==> config.mk <==
export PLATFORM = sky130hd
export DESIGN_NAME = gcc_cfg
export DESIGN_NICKNAME = d
export VERILOG_FILES = /design/src/hdl/gcc_pkg.sv /design/src/hdl/gcc_cfg.sv
export SDC_FILE = /design/constraint.sdc
export NUM_CORES = 1
export LEC_CHECK = 0
export BUFFER_PORTS_ARGS = -buffer_cell sky130_fd_sc_hd__buf_2
export CORE_MARGIN = 3
export CORE_UTILIZATION = 30
export DETAILED_ROUTE_END_ITERATION = 7
export SLEW_MARGIN = 0
export SYNTH_ARGS = -nofsm -noshare
export SYNTH_HDL_FRONTEND = slang
export SYNTH_SLANG_ARGS = --single-unit
==> constraint.sdc <==
create_clock -name clk -period 3.4 [get_ports clk]
set_input_delay 0.68 -clock clk [delete_from_list [all_inputs] [get_ports clk]]
set_output_delay 0.68 -clock clk [all_outputs]
set_load 0.01 [all_outputs]
==> src/hdl/gcc_pkg.sv <==
// shared types and codes for the glauber collision counter
// no dependencies
package gcc_pkg;

	localparam logic [2:0] OP_WR_A   = 3'd0;
	localparam logic [2:0] OP_WR_B   = 3'd1;
	localparam logic [2:0] OP_EVENT  = 3'd2;
	localparam logic [2:0] OP_RD_A   = 3'd3;
	localparam logic [2:0] OP_RD_B   = 3'd4;

	localparam logic [2:0] REG_CROSS   = 3'd0;
	localparam logic [2:0] REG_COUNT_A = 3'd1;
	localparam logic [2:0] REG_COUNT_B = 3'd2;
	localparam logic [2:0] REG_ENTROPY = 3'd3;
	localparam logic [2:0] REG_ALPHA   = 3'd4;

	localparam logic [33:0] CROSS_RST   = 34'd1078985;
	localparam logic [8:0]  COUNT_RST   = 9'd197;
	localparam logic [15:0] ENTROPY_RST = 16'd256;
	localparam logic [16:0] ALPHA_RST   = 17'd0;
	localparam logic [16:0] ALPHA_ONE   = 17'd65536;

	typedef struct packed {
		logic [33:0] cross_distance_sq;
		logic [8:0]  count_a;
		logic [8:0]  count_b;
		logic [15:0] entropy_per_wounded;
		logic [16:0] binary_fraction;
	} cfg_t;

endpackage

==> src/hdl/gcc_cfg.sv <==
// apb register file for the collision counter settings
// depends on gcc_pkg
module gcc_cfg (
	input  logic         clk,
	input  logic         arst_n,
	input  logic         psel,
	input  logic         penable,
	input  logic         pwrite,
	input  logic [5:0]   paddr,
	input  logic [63:0]  pwdata,
	output logic [63:0]  prdata,
	output logic         pready,
	output gcc_pkg::cfg_t cfg
);
	import gcc_pkg::*;

	cfg_t        cfg_q;
	logic [2:0]  idx;

	assign idx    = paddr[5:3];
	assign pready = 1'b1;
	assign cfg    = cfg_q;

	always_ff @(posedge clk or negedge arst_n) begin
		if (!arst_n) begin
			cfg_q.cross_distance_sq   <= CROSS_RST;
			cfg_q.count_a             <= COUNT_RST;
			cfg_q.count_b             <= COUNT_RST;
			cfg_q.entropy_per_wounded <= ENTROPY_RST;
			cfg_q.binary_fraction     <= ALPHA_RST;
		end else if (psel && penable && pwrite) begin
			case (idx)
				REG_CROSS:   cfg_q.cross_distance_sq   <= pwdata[33:0];
				REG_COUNT_A: cfg_q.count_a             <= pwdata[8:0];
				REG_COUNT_B: cfg_q.count_b             <= pwdata[8:0];
				REG_ENTROPY: cfg_q.entropy_per_wounded <= pwdata[15:0];
				REG_ALPHA:   cfg_q.binary_fraction     <= pwdata[16:0];
				default: ;
			endcase
		end
	end

	always_comb begin
		case (idx)
			REG_CROSS:   prdata = {30'd0, cfg_q.cross_distance_sq};
			REG_COUNT_A: prdata = {55'd0, cfg_q.count_a};
			REG_COUNT_B: prdata = {55'd0, cfg_q.count_b};
			REG_ENTROPY: prdata = {48'd0, cfg_q.entropy_per_wounded};
			REG_ALPHA:   prdata = {47'd0, cfg_q.binary_fraction};
			default:     prdata = 64'd0;
		endcase
	end

endmodule

Word-level counts from Yosys, hierarchy flattened. Cells that the tools add are included.

Register bits: 85. Bits of input ports: 75. Output and inout bits: 150. Word-level logic and storage cells: 18.

Eq/ne operators: 4. Mux-type cells: 1. Reduce and logical (&&, ||, !) cells: 8.

Operator list (number): one-hot mux 34 bit (5 select lines) (1); AND reduction 2 bit (5); equality test 3 x 2 -> 1 bit, second input constant (2); equality test 3 x 1 -> 1 bit, second input constant (1); equality test 3 bit, second input constant (1); zero test 3 bit (1); logical AND 1 bit (2).

Longest topological paths before layout.
Depth in word-level cells: 3. Depth in mapped cells: 6. Depth with buffers taken out: 3.

Worst setup path after synthesis. OpenSTA, ideal clock, no wires.

Kind: input-to-output. Start point: input paddr[4]. End point: output prdata[0]. Data arrival time: 1797 ps. Setup slack: 923 ps. Stages on the path: 4. Path buffers: 2. Path through: clkbuf_1 -> buf_2 -> mux2_2 -> a221o_1.

Cells in the longest elaborated chain, start to end: 2.

Ends and longest elaborated chain: start, declared (line gcc_cfg.sv:9) `input logic [5:0] paddr,`; equality test 3 bit, or another cell as far along (line gcc_cfg.sv:44) `case (idx)`; one-hot mux 34 bit (5 select lines) (*) (line gcc_cfg.sv:44); end, declared (line gcc_cfg.sv:11) `output logic [63:0] prdata,`.

Every way passes the cells marked *; elsewhere a longest branch is shown, timed or not.

Final worst setup path.
Start point: input paddr[4]. End point: output prdata[14].

Same word-level chain as after synthesis.

==> metrics.md <==
| Metric | Value |
|---|---|
| Status | `completed` |
| YS warnings | `0` |
| TNS Setup | `0 ps` |
| Post-synth EDFFs | `0` |
| First-pass iteration count of the detailed router | `4` |
| Routed len/inst | `17.4 um` |
| CTS resizes | `0` |
| Period utilization | `0.818` |
| Die area | `between 15,000 and 20,000 sq um` |
| Layout cells sized above 1 | `0.646` |
| Register area share after synthesis | `0.508` |
| FF+latch count, synth | `85` |
| Sw Ratio | `0.281` |
| Leak pwr | `roughly 2.9 nW` |
| Gpl congestion | `around 0.82` |
| Sw Pwr | `0.000915 W` |
| HPWL Detailed | `between 7 and 8 mm` |
| Max Clock Freq | `360 MHz` |
| Max FO, Critical Path | `11` |
| Clock latency on the worst-skew pair | `340 ps` |
| Worst Hold Class | `input pin to async pin` |
| Initial drt markers | `between 90 and 100` |
| Total Routing Usage GR | `0.144` |
| Pwr dens | `599 nW/um^2` |
| Worst-Margin Slew | `1200 ps` |
| Synth area leaders | `dfrtp_1, mux2_2, dfstp_2, mux2_4, buf_4` |
| Core area | `about 14,000 sq um` |
| Hold_buf cts | `0` |
| Synth-to-layout area growth | `28.3%` |
| Global-route wire length before repair | `approximately 18 mm` |
| CTS tree | `done` |
| Clock transition at path regs | `60 ps` |
| Comb pwr share | `0.240` |
| Rows | `42` |
| Grt ovf | `0` |
| Post-DRT Antenna Nets | `0` |
| Clock sinks | `between 80 and 90` |
| Post-synthesis cell count | `303` |
| Syn_area_per_cell | `14.0 sq um` |
| Max_cap viols | `0` |
| Worst Path Arrival | `2100 ps` |
| Fin util | `0.402` |
| Flop pwr share | `0.431` |
| Largest net degree at the start of global routing | `86` |
| CTS root buf | `clkbuf_16` |
| Final hold violations | `0` |
| Post-synth cell types | `30` |
| Slew headroom | `0.198` |
| RR Startpoint | `cfg[34]$_DFFE_PN0P_` |
| Clock power share | `0.329` |
| Vias per inst | `around 4.7` |
| N_diodes | `0` |
| Peak supply drop | `0.289 mV` |
| Crit Path Class | `input pin to primary output` |
| Setup crit start | `paddr[4]` |
| Internal power | `~0.0023 W` |
| Critical path startpoint category | `input pin` |
| Total Wirelength | `11.2 mm` |
| Clk_skew | `0 ps` |
| Unrepaired setup endpoints after global routing | `false` |
| Post-CTS Setup Bufs | `0` |
| CP Data Required Time | `2720 ps` |
| Vias in the first global route | `3,103` |
| Port Buffer Count | `160` |
| Die span in x | `125 um` |
| Drc violations | `0` |
| Starting Density | `0.313` |
| Die height | `125 um` |
| Commonest cells in the netlist | `dfrtp_1, mux2_2, buf_4` |
| Asr flop ratio synth | `1.00` |
| Clock buffer depth | `2` |
| Yosys top cell by area | `dfrtp_1` |
| Final Setup Violations | `0` |
| Top_reg_cell synth | `dfrtp_1` |
| Vias | `3,000` |
| H-tree Lvls | `3` |
| CTS buffer count | `9` |
| Nets | `539` |
| # IOs | `225` |
| Top cell type's share of synthesized area | `0.390` |
| Fin. max-slew vios | `0` |
| Number of antenna violations at the first check in global routing | `1` |
| Max reg flops | `85` |
| Top-count cell post-synth | `dfrtp_1` |
| CP Capture Type | `primary output` |
| Cell area after synthesis | `4230 sq um` |
| Min cycle time layout | `2780 ps` |
layer usage:
metal,vias to the layer above,track usage,share of wire
met5,-,0,0.0018
met1,1497,0.178,0.43
met4,2,0.0587,0.019
met2,146,0.240,0.48
met3,15,0.0369,0.066
li1,1340,-,-
metrics by stage:
stage / cell area (sq um) / setup WS [ps] / hold slack [ps] / std cells / power, W
5_1_grt: 5430 / 501 / 552 / 645 / 0.00343
4_1_cts: 5430 / 577 / 529 / 645 / 0.00330
3_5_place_dp: 5100 / 570 / 510 / 629 / 0.00221
2_1_floorplan: 4340 / 923 / 384 / 332 / 0.00186
6_report: 5430 / 620 / 523 / 645 / 0.00325
3_3_place_gp: 5100 / 584 / 507 / 629 / 0.00219
final cells by class:
type                            count  area (sq um)
Fill cell                        1304          8080
Sequential cell                    85          2150
Multi-Input combinational cell    200          1860
Timing Repair Buffer              168           876
Clock buffer                       12           256
Tap cell                          176           220
Clock inverter                      4          70.1
worst max-delay path: stages:
cell and delay (ps):
buf_2 160, nand2b_1 190, nor2_2 550, buf_4 250
o2bb2ai_1 110, buf_2 150
final timing paths:
kind                                             to  slack, ps  depth (start not counted)
min in group clk                cfg[82]$_DFFE_PN0P_        530                          1
worst max register to register  cfg[34]$_DFFE_PN0P_       2610                          1
worst min register to register  cfg[82]$_DFFE_PN0P_        530                          1
worst max-delay path                     prdata[14]        620                          6
max in group asynchronous       cfg[31]$_DFFE_PN0P_       2160                          1
worst min-delay path             cfg[7]$_DFFE_PN0P_        520                          1
layout by cell type, fill, tap and decap left out, drive strengths merged, types with 2 or more instances in the layout:
| cell type | netlist | final |
|---|---|---|
| buf | 43 | 168 |
| a221o | 8 | 8 |
| conb | 2 | 31 |
| nor3 | 3 | 3 |
| dfstp | 19 | 19 |
| a22oi | 6 | 6 |
| dfrtp | 66 | 66 |
| mux2i | 9 | 9 |
| and2 | 18 | 18 |
| mux2 | 93 | 93 |
| nand2b | 3 | 3 |
| clkinv | 0 | 2 |
| clkbuf | 4 | 12 |
| nor2 | 14 | 14 |
| o2bb2ai | 6 | 6 |
| bufinv | 0 | 2 |
cell families after synthesis:
logic type / count (synthesis) / synth area share
buffers and inverters: 47 / 0.0796
AO/OA/AOI/OAI: 23 / 0.0470
flip-flops: 85 / 0.508
other: 2 / 0.00178
AND/OR/NAND/NOR: 43 / 0.0624
multiplexers: 103 / 0.301
power by group through the flow:
stage | sequential, W | combinational, W | clock (W)
global placement | 0.00141 | 0.000780 | 0
CTS | 0.00140 | 0.000794 | 0.00110
detailed placement | 0.00142 | 0.000792 | 0
global route | 0.00143 | 0.000845 | 0.00115
finish | 0.00140 | 0.000780 | 0.00107
floorplan | 0.00148 | 0.000377 | 0
No activity file was read; power rests on OpenSTA's default activity.
