### config.mk
export PLATFORM = sky130hd
export DESIGN_NAME = gcc_weight
export DESIGN_NICKNAME = d
export VERILOG_FILES = /design/src/hdl/gcc_pkg.sv /design/src/hdl/gcc_weight.sv
export SDC_FILE = /design/constraint.sdc
export NUM_CORES = 1
export LEC_CHECK = 0
export BUFFER_PORTS_ARGS = -buffer_cell sky130_fd_sc_hd__buf_4
export CAP_MARGIN = 20
export CORE_UTILIZATION = 61
export CTS_CLUSTER_DIAMETER = 150
export DETAILED_ROUTE_END_ITERATION = 8
export MAX_ROUTING_LAYER = met4
export PLACE_DENSITY = 0.9
export SLEW_MARGIN = 0
export SYNTH_ARGS = -nofsm -noshare
export SYNTH_HDL_FRONTEND = slang
export SYNTH_SLANG_ARGS = --single-unit
export TNS_END_PERCENT = 5
### constraint.sdc
create_clock -name clk -period 15.9 [get_ports clk]
set_input_delay 0.795 -clock clk [delete_from_list [all_inputs] [get_ports clk]]
set_output_delay 0.795 -clock clk [all_outputs]
set_load 0.01 [all_outputs]
### src/hdl/gcc_pkg.sv
// shared types and codes for the glauber collision counter
// no dependencies
package gcc_pkg;

	localparam logic [2:0] OP_WR_A   = 3'd0;
	localparam logic [2:0] OP_WR_B   = 3'd1;
	localparam logic [2:0] OP_EVENT  = 3'd2;
	localparam logic [2:0] OP_RD_A   = 3'd3;
	localparam logic [2:0] OP_RD_B   = 3'd4;

	localparam logic [2:0] REG_CROSS   = 3'd0;
	localparam logic [2:0] REG_COUNT_A = 3'd1;
	localparam logic [2:0] REG_COUNT_B = 3'd2;
	localparam logic [2:0] REG_ENTROPY = 3'd3;
	localparam logic [2:0] REG_ALPHA   = 3'd4;

	localparam logic [33:0] CROSS_RST   = 34'd1078985;
	localparam logic [8:0]  COUNT_RST   = 9'd197;
	localparam logic [15:0] ENTROPY_RST = 16'd256;
	localparam logic [16:0] ALPHA_RST   = 17'd0;
	localparam logic [16:0] ALPHA_ONE   = 17'd65536;

	typedef struct packed {
		logic [33:0] cross_distance_sq;
		logic [8:0]  count_a;
		logic [8:0]  count_b;
		logic [15:0] entropy_per_wounded;
		logic [16:0] binary_fraction;
	} cfg_t;

endpackage

### src/hdl/gcc_weight.sv
// two stage entropy weight pipeline for one nucleon count
// depends on gcc_pkg
module gcc_weight (
	input  logic          clk,
	input  gcc_pkg::cfg_t cfg,
	input  logic [8:0]    n,
	output logic [23:0]   weight
);
	import gcc_pkg::*;

	logic [16:0] alpha;
	logic [26:0] inner_s1;
	logic        zero_s1;
	logic [42:0] prod_s2;
	logic        zero_s2;
	logic [25:0] shifted;

	assign alpha = (cfg.binary_fraction > ALPHA_ONE) ? ALPHA_ONE : cfg.binary_fraction;

	always_ff @(posedge clk) begin
		inner_s1 <= 27'(ALPHA_ONE - alpha) + (27'(alpha) * 27'(n));
		zero_s1  <= (n == 9'd0);
		prod_s2  <= 43'(cfg.entropy_per_wounded) * 43'(inner_s1);
		zero_s2  <= zero_s1;
	end

	assign shifted = prod_s2[42:17];
	assign weight  = zero_s2 ? 24'd0 : ((|shifted[25:24]) ? 24'hFFFFFF : shifted[23:0]);

endmodule

After elaboration in Yosys (flattened, before gate mapping)
Cells that the tools add are included.
Widths: inputs -> output; s select.
- flip-flop bits (word level): 72
- latch bits: 0
- bits in writable memories: 0
- ROM bits: 0
- input bits: 95
- output and inout bits: 24
- logic and storage cells: 14
- memories kept: 0
- $add $sub $neg: 2
- $mul: 2
- divide/modulo/power cells: 0
- order comparisons: 1
- eq/ne operators: 0
- shift operators: 0
- mux-type cells: 3
- bitwise logic cells: 0
- reduce and logical (&&, ||, !) cells: 2
- operator list (operator ; number):
    $mux 24 ; 2
    $mul 16x27->43 ; 1
    $add 27x26->27 ; 1
    $mul 17x9->26 ; 1
    $sub 17x17->18 const A ; 1
    $gt 17x17->1 const B ; 1
    $mux 17 ; 1
    $logic_not 9->1 ; 1
    $reduce_or 2->1 ; 1

Logic depth before layout (Yosys ltp)
Gate-level depths: netlist of the first run.
- depth after elaboration: 4
- mapped depth: 23
- gate-level depth less buffers: 22

Worst setup path after synthesis of the first run
Ideal clock, no wire load.
- path type: in2reg
- from: input cfg[5] (netlist name)
- to: register inner_s1[24]
- setup time: 0.072 ns
- arrival time: 6.633 ns
- data required time: 15.828 ns
- slack: 9.194 ns
- stages: 22
- path buffers: 1
- cell sequence: or4_4 nor3_4 nand4_4 o31ai_4 and2_1 buf_2 nand2_1 fa_1 inv_1 fa_1 fa_1 fa_1 fa_1 ha_1 and3_1 a221oi_1 o221ai_1 o21a_1 nand3_1 a21oi_1 o31ai_1 xnor2_1
- cells in the longest elaborated chain, start to end: 4
- elaborated cells on any way between the ends: 5
- those cells by class: 2 x add/sub; 1 x mul; 1 x order compare; 1 x mux
- RTL lines (item ; line ; text):
    from (decl) ; gcc_weight.sv:5 ; input gcc_pkg::cfg_t cfg,
    $gt 17x17->1 ; gcc_weight.sv:18 ; assign alpha = (cfg.binary_fraction > ALPHA_ONE) ? ALPHA_ONE : cfg.binary_fraction;
    $mux 17 (*) ; gcc_weight.sv:18 ;
    $mul 17x9->26 / $sub 17x17->18 (equally long branches) ; gcc_weight.sv:21 ; inner_s1 <= 27'(ALPHA_ONE - alpha) + (27'(alpha) * 27'(n));
    $add 27x26->27 (*) ; gcc_weight.sv:21 ;
    to (signal assigned) ; gcc_weight.sv:21 ;
    to (decl) ; gcc_weight.sv:12 ; logic [26:0] inner_s1;
Mark *: on every way between the ends. The rest lies on a longest branch, timed or not.

Worst setup path in the final report of the first run
- from: input cfg[5] (netlist name)
- to: register inner_s1[25]
Same word-level chain as after synthesis.

==> results of run 1 <==
metrics by stage:
stage	util [%]	setup slack, ns	std cells	instance area (um2)	hold slack, ns
final	64.82	8.343	2733	21200	0.4692
after floorplan	-	9.194	2323	20400	0.3096
after CTS	64.82	8.429	2733	21200	0.4107
after global placement	64.38	8.289	2726	21050	0.3986
after global routing	64.82	8.073	2733	21200	0.4677
after detailed placement	64.38	8.104	2726	21050	0.4034
flip-flops by register name, indices dropped and copies added (netlist names):
signal and flops:
inner_s1 27, prod_s2 26, zero_s1 1, zero_s2 1
layout make-up:
type,instances,area [um2],share of cell area (%)
multi-input cells,1655,16990,80.15
inverters,506,1899,8.960
flip-flops and latches,55,1101,5.195
well taps,442,553.0,2.609
repair buffers,68,510.5,2.408
clock buffers,5,125.1,0.5903
clock inverters,2,17.52,0.08264
layout by cell type, fill, tap and decap left out, types with 13 or more instances in the layout:
| cell type | netlist | layout |
|---|---|---|
| xor2_1 | 14 | 14 |
| a21oi_1 | 52 | 52 |
| xnor2_1 | 41 | 41 |
| and3_1 | 30 | 30 |
| nor2_1 | 92 | 92 |
| a21o_1 | 33 | 33 |
| nand2_1 | 373 | 373 |
| nor3_1 | 13 | 13 |
| o21ai_0 | 17 | 17 |
| inv_1 | 506 | 506 |
| buf_4 | 0 | 68 |
| fa_1 | 475 | 475 |
| and2_1 | 210 | 210 |
| ha_1 | 169 | 169 |
| dfxtp_1 | 55 | 55 |
| nor2b_1 | 18 | 18 |
how the worst max path moves through the flow:
stage	from	end	slack, ns	depth (start not counted)
5_1_grt	cfg[5]	inner_s1[25]	8.07	22
3_5_place_dp	cfg[5]	inner_s1[25]	8.10	22
3_3_place_gp	cfg[5]	inner_s1[24]	8.29	22
2_1_floorplan	cfg[5]	inner_s1[24]	9.19	22
6_report	cfg[5]	inner_s1[25]	8.34	22
4_1_cts	cfg[5]	inner_s1[25]	8.43	22
logic make-up after synthesis:
kind of cell | Yosys count | synth area share, %
adders and majority gates | 644 | 57.05
muxes | 1 | 0.04913
DFF | 55 | 5.404
and+or+nand+nor | 785 | 18.45
AOI/OAI and AO/OA | 161 | 5.306
buffers and inverters | 613 | 11.35
other | 1 | 0.01841
xor gates and xnor gates | 55 | 2.364
per-layer routing:
layer / wire (um) / GRT usage [%] / vias up
met3: 3957 / 5.335 / 240
met1: 17130 / 35.37 / 7923
met2: 24680 / 56.02 / 770
li1: - / - / 6800
met4: 2430 / 16.03 / 0
met5: 0 / - / -
synthesized netlist by cell type (5+ instances only):
cell      count
a31oi_1       6
dfxtp_1      55
and3_1       30
nor2_1       92
a21boi_0      5
a211oi_1      6
and2_1      210
nand4_1      10
xnor2_1      41
fa_1        475
nor2b_1      18
ha_1        169
o21ai_0      17
or2_2         6
or3_1         5
a21o_1       33
nor3_1       13
o21a_1        5
a21oi_1      52
inv_1       506
clkbuf_1    100
nand3_1      12
nand2_1     373
xor2_1       14
o21bai_1      6
==> impl_metrics.ini, run 1 <==
[floorplan]
rows = 66
die_y_um = 184.8
start_util_pct = 62.30
chipWidth_um = 184.8
io_pins = 119
placeableCoreArea_um2 = 32700
die_area_um2 = 34130

[drt]
wl_per_cell_um = 17.63
drt_first_pass_iters = 6
drc = 0
num_vias = 15733
ant_nets = 0
drt-vias-per-instance = 5.757
dr.first_iter.drc_count = 1256
wl_um = 48200

[sta]
post-route-min-period_ns = 7.557
relSlewSlack_pct = 28.00
rsz0062_at_grt = false
fmax_mhz = 132.3
finalClockSkew_ns = 0.003903
setup_violations = 0
setup_tns_ns = 0
fin_crit_sh_pct = 47.53
worst_slew_pin_slew_ns = 1.078
slew_viol_final = 0
finalHoldViolCount = 0

[critical_path]
r2r_cells = 20
timing.critical_path.buf_inv = 2
cp-end-kind = flop
timing.rr.start = inner_s1[13]
cp_max_fo = 26
rrSetupSlack_ns = 8.82
crit_path_frequent_cell = fa_1
worst_setup_path_start_kind = primary input
cp.arrival_ns = 7.77
crit_required_ns = 16.11
crit_family = adder cells
cp_slowest_cell = o31ai_4
cp_slowest_stage_delay_ns = 0.69
worstPathCellList = buf_4 -> or4_4 -> nor3_4 -> nand4_4 -> o31ai_4 -> and2_1 -> nand2_1 -> fa_1 -> inv_1 -> fa_1 -> fa_1 -> fa_1 -> fa_1 -> ha_1 -> and3_1 -> nand4_1 -> a21oi_1 -> o2111ai_1 -> a31oi_1 -> o31a_1 -> a41oi_1 -> xnor2_1
reg2reg_to = prod_s2[29]
crit_type = primary input to flop

[global_routing]
grt_util_all_layers_pct = 32.05
grt_pass1_vias = 18146
antenna_found_initial = 0
gr-total-overflow = 0
grt_first_pass_wirelength_um = 82940
grt_max_degree = 31

[cts]
worst_skew_pair.late_latency_ns = 0.31
clk_path_buf_depth = 2
cts_sinks = 55
cts_setup_buffers = 0
ctsResizeCount = 0
cts_made_buffers = 5
hold_buffers = 0
cts_tree = yes
clk_pin_slew_ns = 0.08
cts_max_level = 2
clockRootBuffer = clkbuf_16

[job]
maxCapViolCount = 0

[finish]
nets = 3030
diodes = 0
syn2layout_area_growth_pct = 4.041
fill_cells = 2509
drive_gt1_share_pct = 3.885

[placement]
portBuffers = 66
place.gp.congestion = 0.8990
dp_hpwl_um = 37940

[synthesis]
synth_top_area_cell = fa_1
yosysSeqAreaShare_pct = 5.404
synth.distinct_cells = 61
async_reset_ff_share_pct = 0
synthTopCellsByArea = fa_1 (47%), ha_1 (10%), inv_1 (9.3%)
yosysTopAreaCellShare_pct = 46.67
yosys_warnings = 0
ys_ff_latch = 55
synth_flop_cell = dfxtp_1
synth.cell_area_um2 = 20370
syn_area_per_cell_um2 = 8.801
synth_edf_count = 0
synth_cells = 2315

[run_status]
outcome = finished clean

[min_path]
min-delay-start = zero_s1
whs_path_depth = 0
hold_end = zero_s2
hp-class = flop to flop
Power of run 1 is left out: the tool's default activity adds up to more than one toggle a clock period on the data nets, which glitch-free logic cannot reach.
==> run 2, diff against run 1 <==
- ABC_AREA: not set -> 1
- clock period: 15.9 -> 7.91 ns (I/O delays scaled with it)
==> impl_metrics.ini, run 2 <==
[run_status]
outcome = finished clean

[cts]
cts_setup_buffers = 0
cts_made_buffers = 5
clockRootBuffer = clkbuf_16
cts_tree = yes
cts_max_level = 2
clk_pin_slew_ns = 0.07
cts_sinks = 55
hold_buffers = 0
worst_skew_pair.late_latency_ns = 0.30
ctsResizeCount = 0
clk_path_buf_depth = 2

[floorplan]
rows = 69
die_area_um2 = 36730
start_util_pct = 61.84
die_y_um = 191.7
chipWidth_um = 191.7
io_pins = 119
placeableCoreArea_um2 = 35480

[drt]
dr.first_iter.drc_count = 1227
wl_per_cell_um = 16.43
drt-vias-per-instance = 5.412
num_vias = 17984
ant_nets = 0
wl_um = 54590
drt_first_pass_iters = 5
drc = 0

[global_routing]
antenna_found_initial = 0
grt_pass1_vias = 19913
gr-total-overflow = 0
grt_max_degree = 28
grt_first_pass_wirelength_um = 94730
grt_util_all_layers_pct = 33.31

[sta]
rsz0062_at_grt = false
worst_slew_pin_slew_ns = 0.8849
slew_viol_final = 0
finalClockSkew_ns = 0.009906
finalHoldViolCount = 0
fmax_mhz = 157.9
post-route-min-period_ns = 6.333
setup_tns_ns = 0
relSlewSlack_pct = 40.92
fin_crit_sh_pct = 80.07
setup_violations = 0

[finish]
layout_commonest_cell = inv_1
diodes = 0
final_cell_mix = inv_1 (793), nand2_1 (714), fa_1 (475)
fill_cells = 2926
nets = 3600
drive_gt1_share_pct = 4.193
largest_reg_flops = 27
largestRegisters = inner_s1 (27), prod_s2 (26)
top_register = inner_s1
syn2layout_area_growth_pct = 3.621

[min_path]
hp-class = primary input to flop

[critical_path]
cp-end-kind = flop
cp_max_fo = 16
crit_required_ns = 8.12
worst_setup_path_start_kind = flop
crit_type = flop to flop
cp.arrival_ns = 6.54

[synthesis]
yosysTopAreaCellShare_pct = 43.34
synthTopCellsByArea = fa_1 (43%), inv_1 (14%), nand2_1 (12%)
yosysMostFrequentCell = inv_1
yosysSeqAreaShare_pct = 5.018
ys_ff_latch = 55
synth_top_area_cell = fa_1
syn_area_per_cell_um2 = 7.571
synth.distinct_cells = 49
synth_cells = 2898
synth.cell_area_um2 = 21940
netlist_top_cells_count = inv_1 (793), nand2_1 (714), fa_1 (475), nor2_1 (209), ha_1 (169)
synth_edf_count = 0
synth_flop_cell = dfxtp_1
async_reset_ff_share_pct = 0
yosys_warnings = 0

[placement]
dp_hpwl_um = 46330
portBuffers = 66
place.gp.congestion = 0.9989

[job]
maxCapViolCount = 0
[run 2: changes by cell type after synthesis, sizes merged, moves of 25 or more]
cell / delta
nor2: +123
xnor2: -29
o21ai: +26
and2: -210
and3: -30
nand2: +361
a21oi: +49
inv: +293
xor2: +25
nand3: +49
[run 2: area by class of cell]
type	count	area, um2	share of cell area [%]
clock buffer	7	152.6	0.6714
clock inverter	1	7.507	0.03302
inverter	799	2999	13.19
multi-input combinational	1933	17400	76.51
sequential	55	1101	4.843
tap	461	576.8	2.537
timing repair buffer	67	503.0	2.212
[run 2: logic make-up after synthesis]
kind of cell	after synthesis	synth area share (%)
buffers and inverters	918	15.84
xor gates and xnor gates	51	2.070
DFF	55	5.018
other	1	0.01709
adders and majority gates	644	52.98
AOI/OAI and AO/OA	182	4.682
and+or+nand+nor	1047	19.40
[run 2: worst paths after layout]
path / cells after the start / slack [ns] / end / start
hold / removal: 2 / 0.42 / zero_s1 / n[8]
hold reg to reg: 0 / 0.44 / zero_s2 / zero_s1
setup reg to reg: 23 / 1.58 / prod_s2[42] / inner_s1[18]
setup / recovery: 23 / 1.58 / prod_s2[42] / inner_s1[18]
[run 2: per-stage QoR]
step                instance area (um2)  hold slack, ns  instances  worst slack, ns  util (%)
finish                            22740          0.4228       3323            1.577     64.07
global route                      22740          0.4079       3323            1.273     64.07
CTS                               22740          0.4026       3323            1.672     64.07
detailed placement                22580          0.4260       3315            1.688     63.62
global placement                  22580          0.4374       3315            1.810     63.62
floorplan                         21970          0.3096       2906            2.390         -
[run 2: worst max-delay path, cell delays in order, from the launching register on]
cell and delay [ns]:
dfxtp_1 0.83, nand2_1 0.18, fa_1 0.57, inv_1 0.06, fa_1 0.54, inv_1 0.06
fa_1 0.51, inv_1 0.06, fa_1 0.52, fa_1 0.51, inv_1 0.05, fa_1 0.48
inv_1 0.04, ha_1 0.36, a21oi_1 0.29, nor2_1 0.08, nor2_1 0.17, inv_1 0.09
a21oi_1 0.31, o21ai_0 0.21, nand2_1 0.13, nand3_1 0.07, nand2_1 0.06, nand2_1 0.04
[run 2: per-layer routing]
metal | GRT usage [%] | routed length, um | part of all wire (%) | vias to the layer above
li1 | - | - | - | 8199
met1 | 42.88 | 22490 | 41 | 8837
met2 | 55.11 | 26390 | 48 | 805
met3 | 4.897 | 4475 | 8.2 | 143
met4 | 9.096 | 1237 | 2.3 | 0
met5 | - | 0 | 0 | -
Power of run 2 is left out for the same reason.
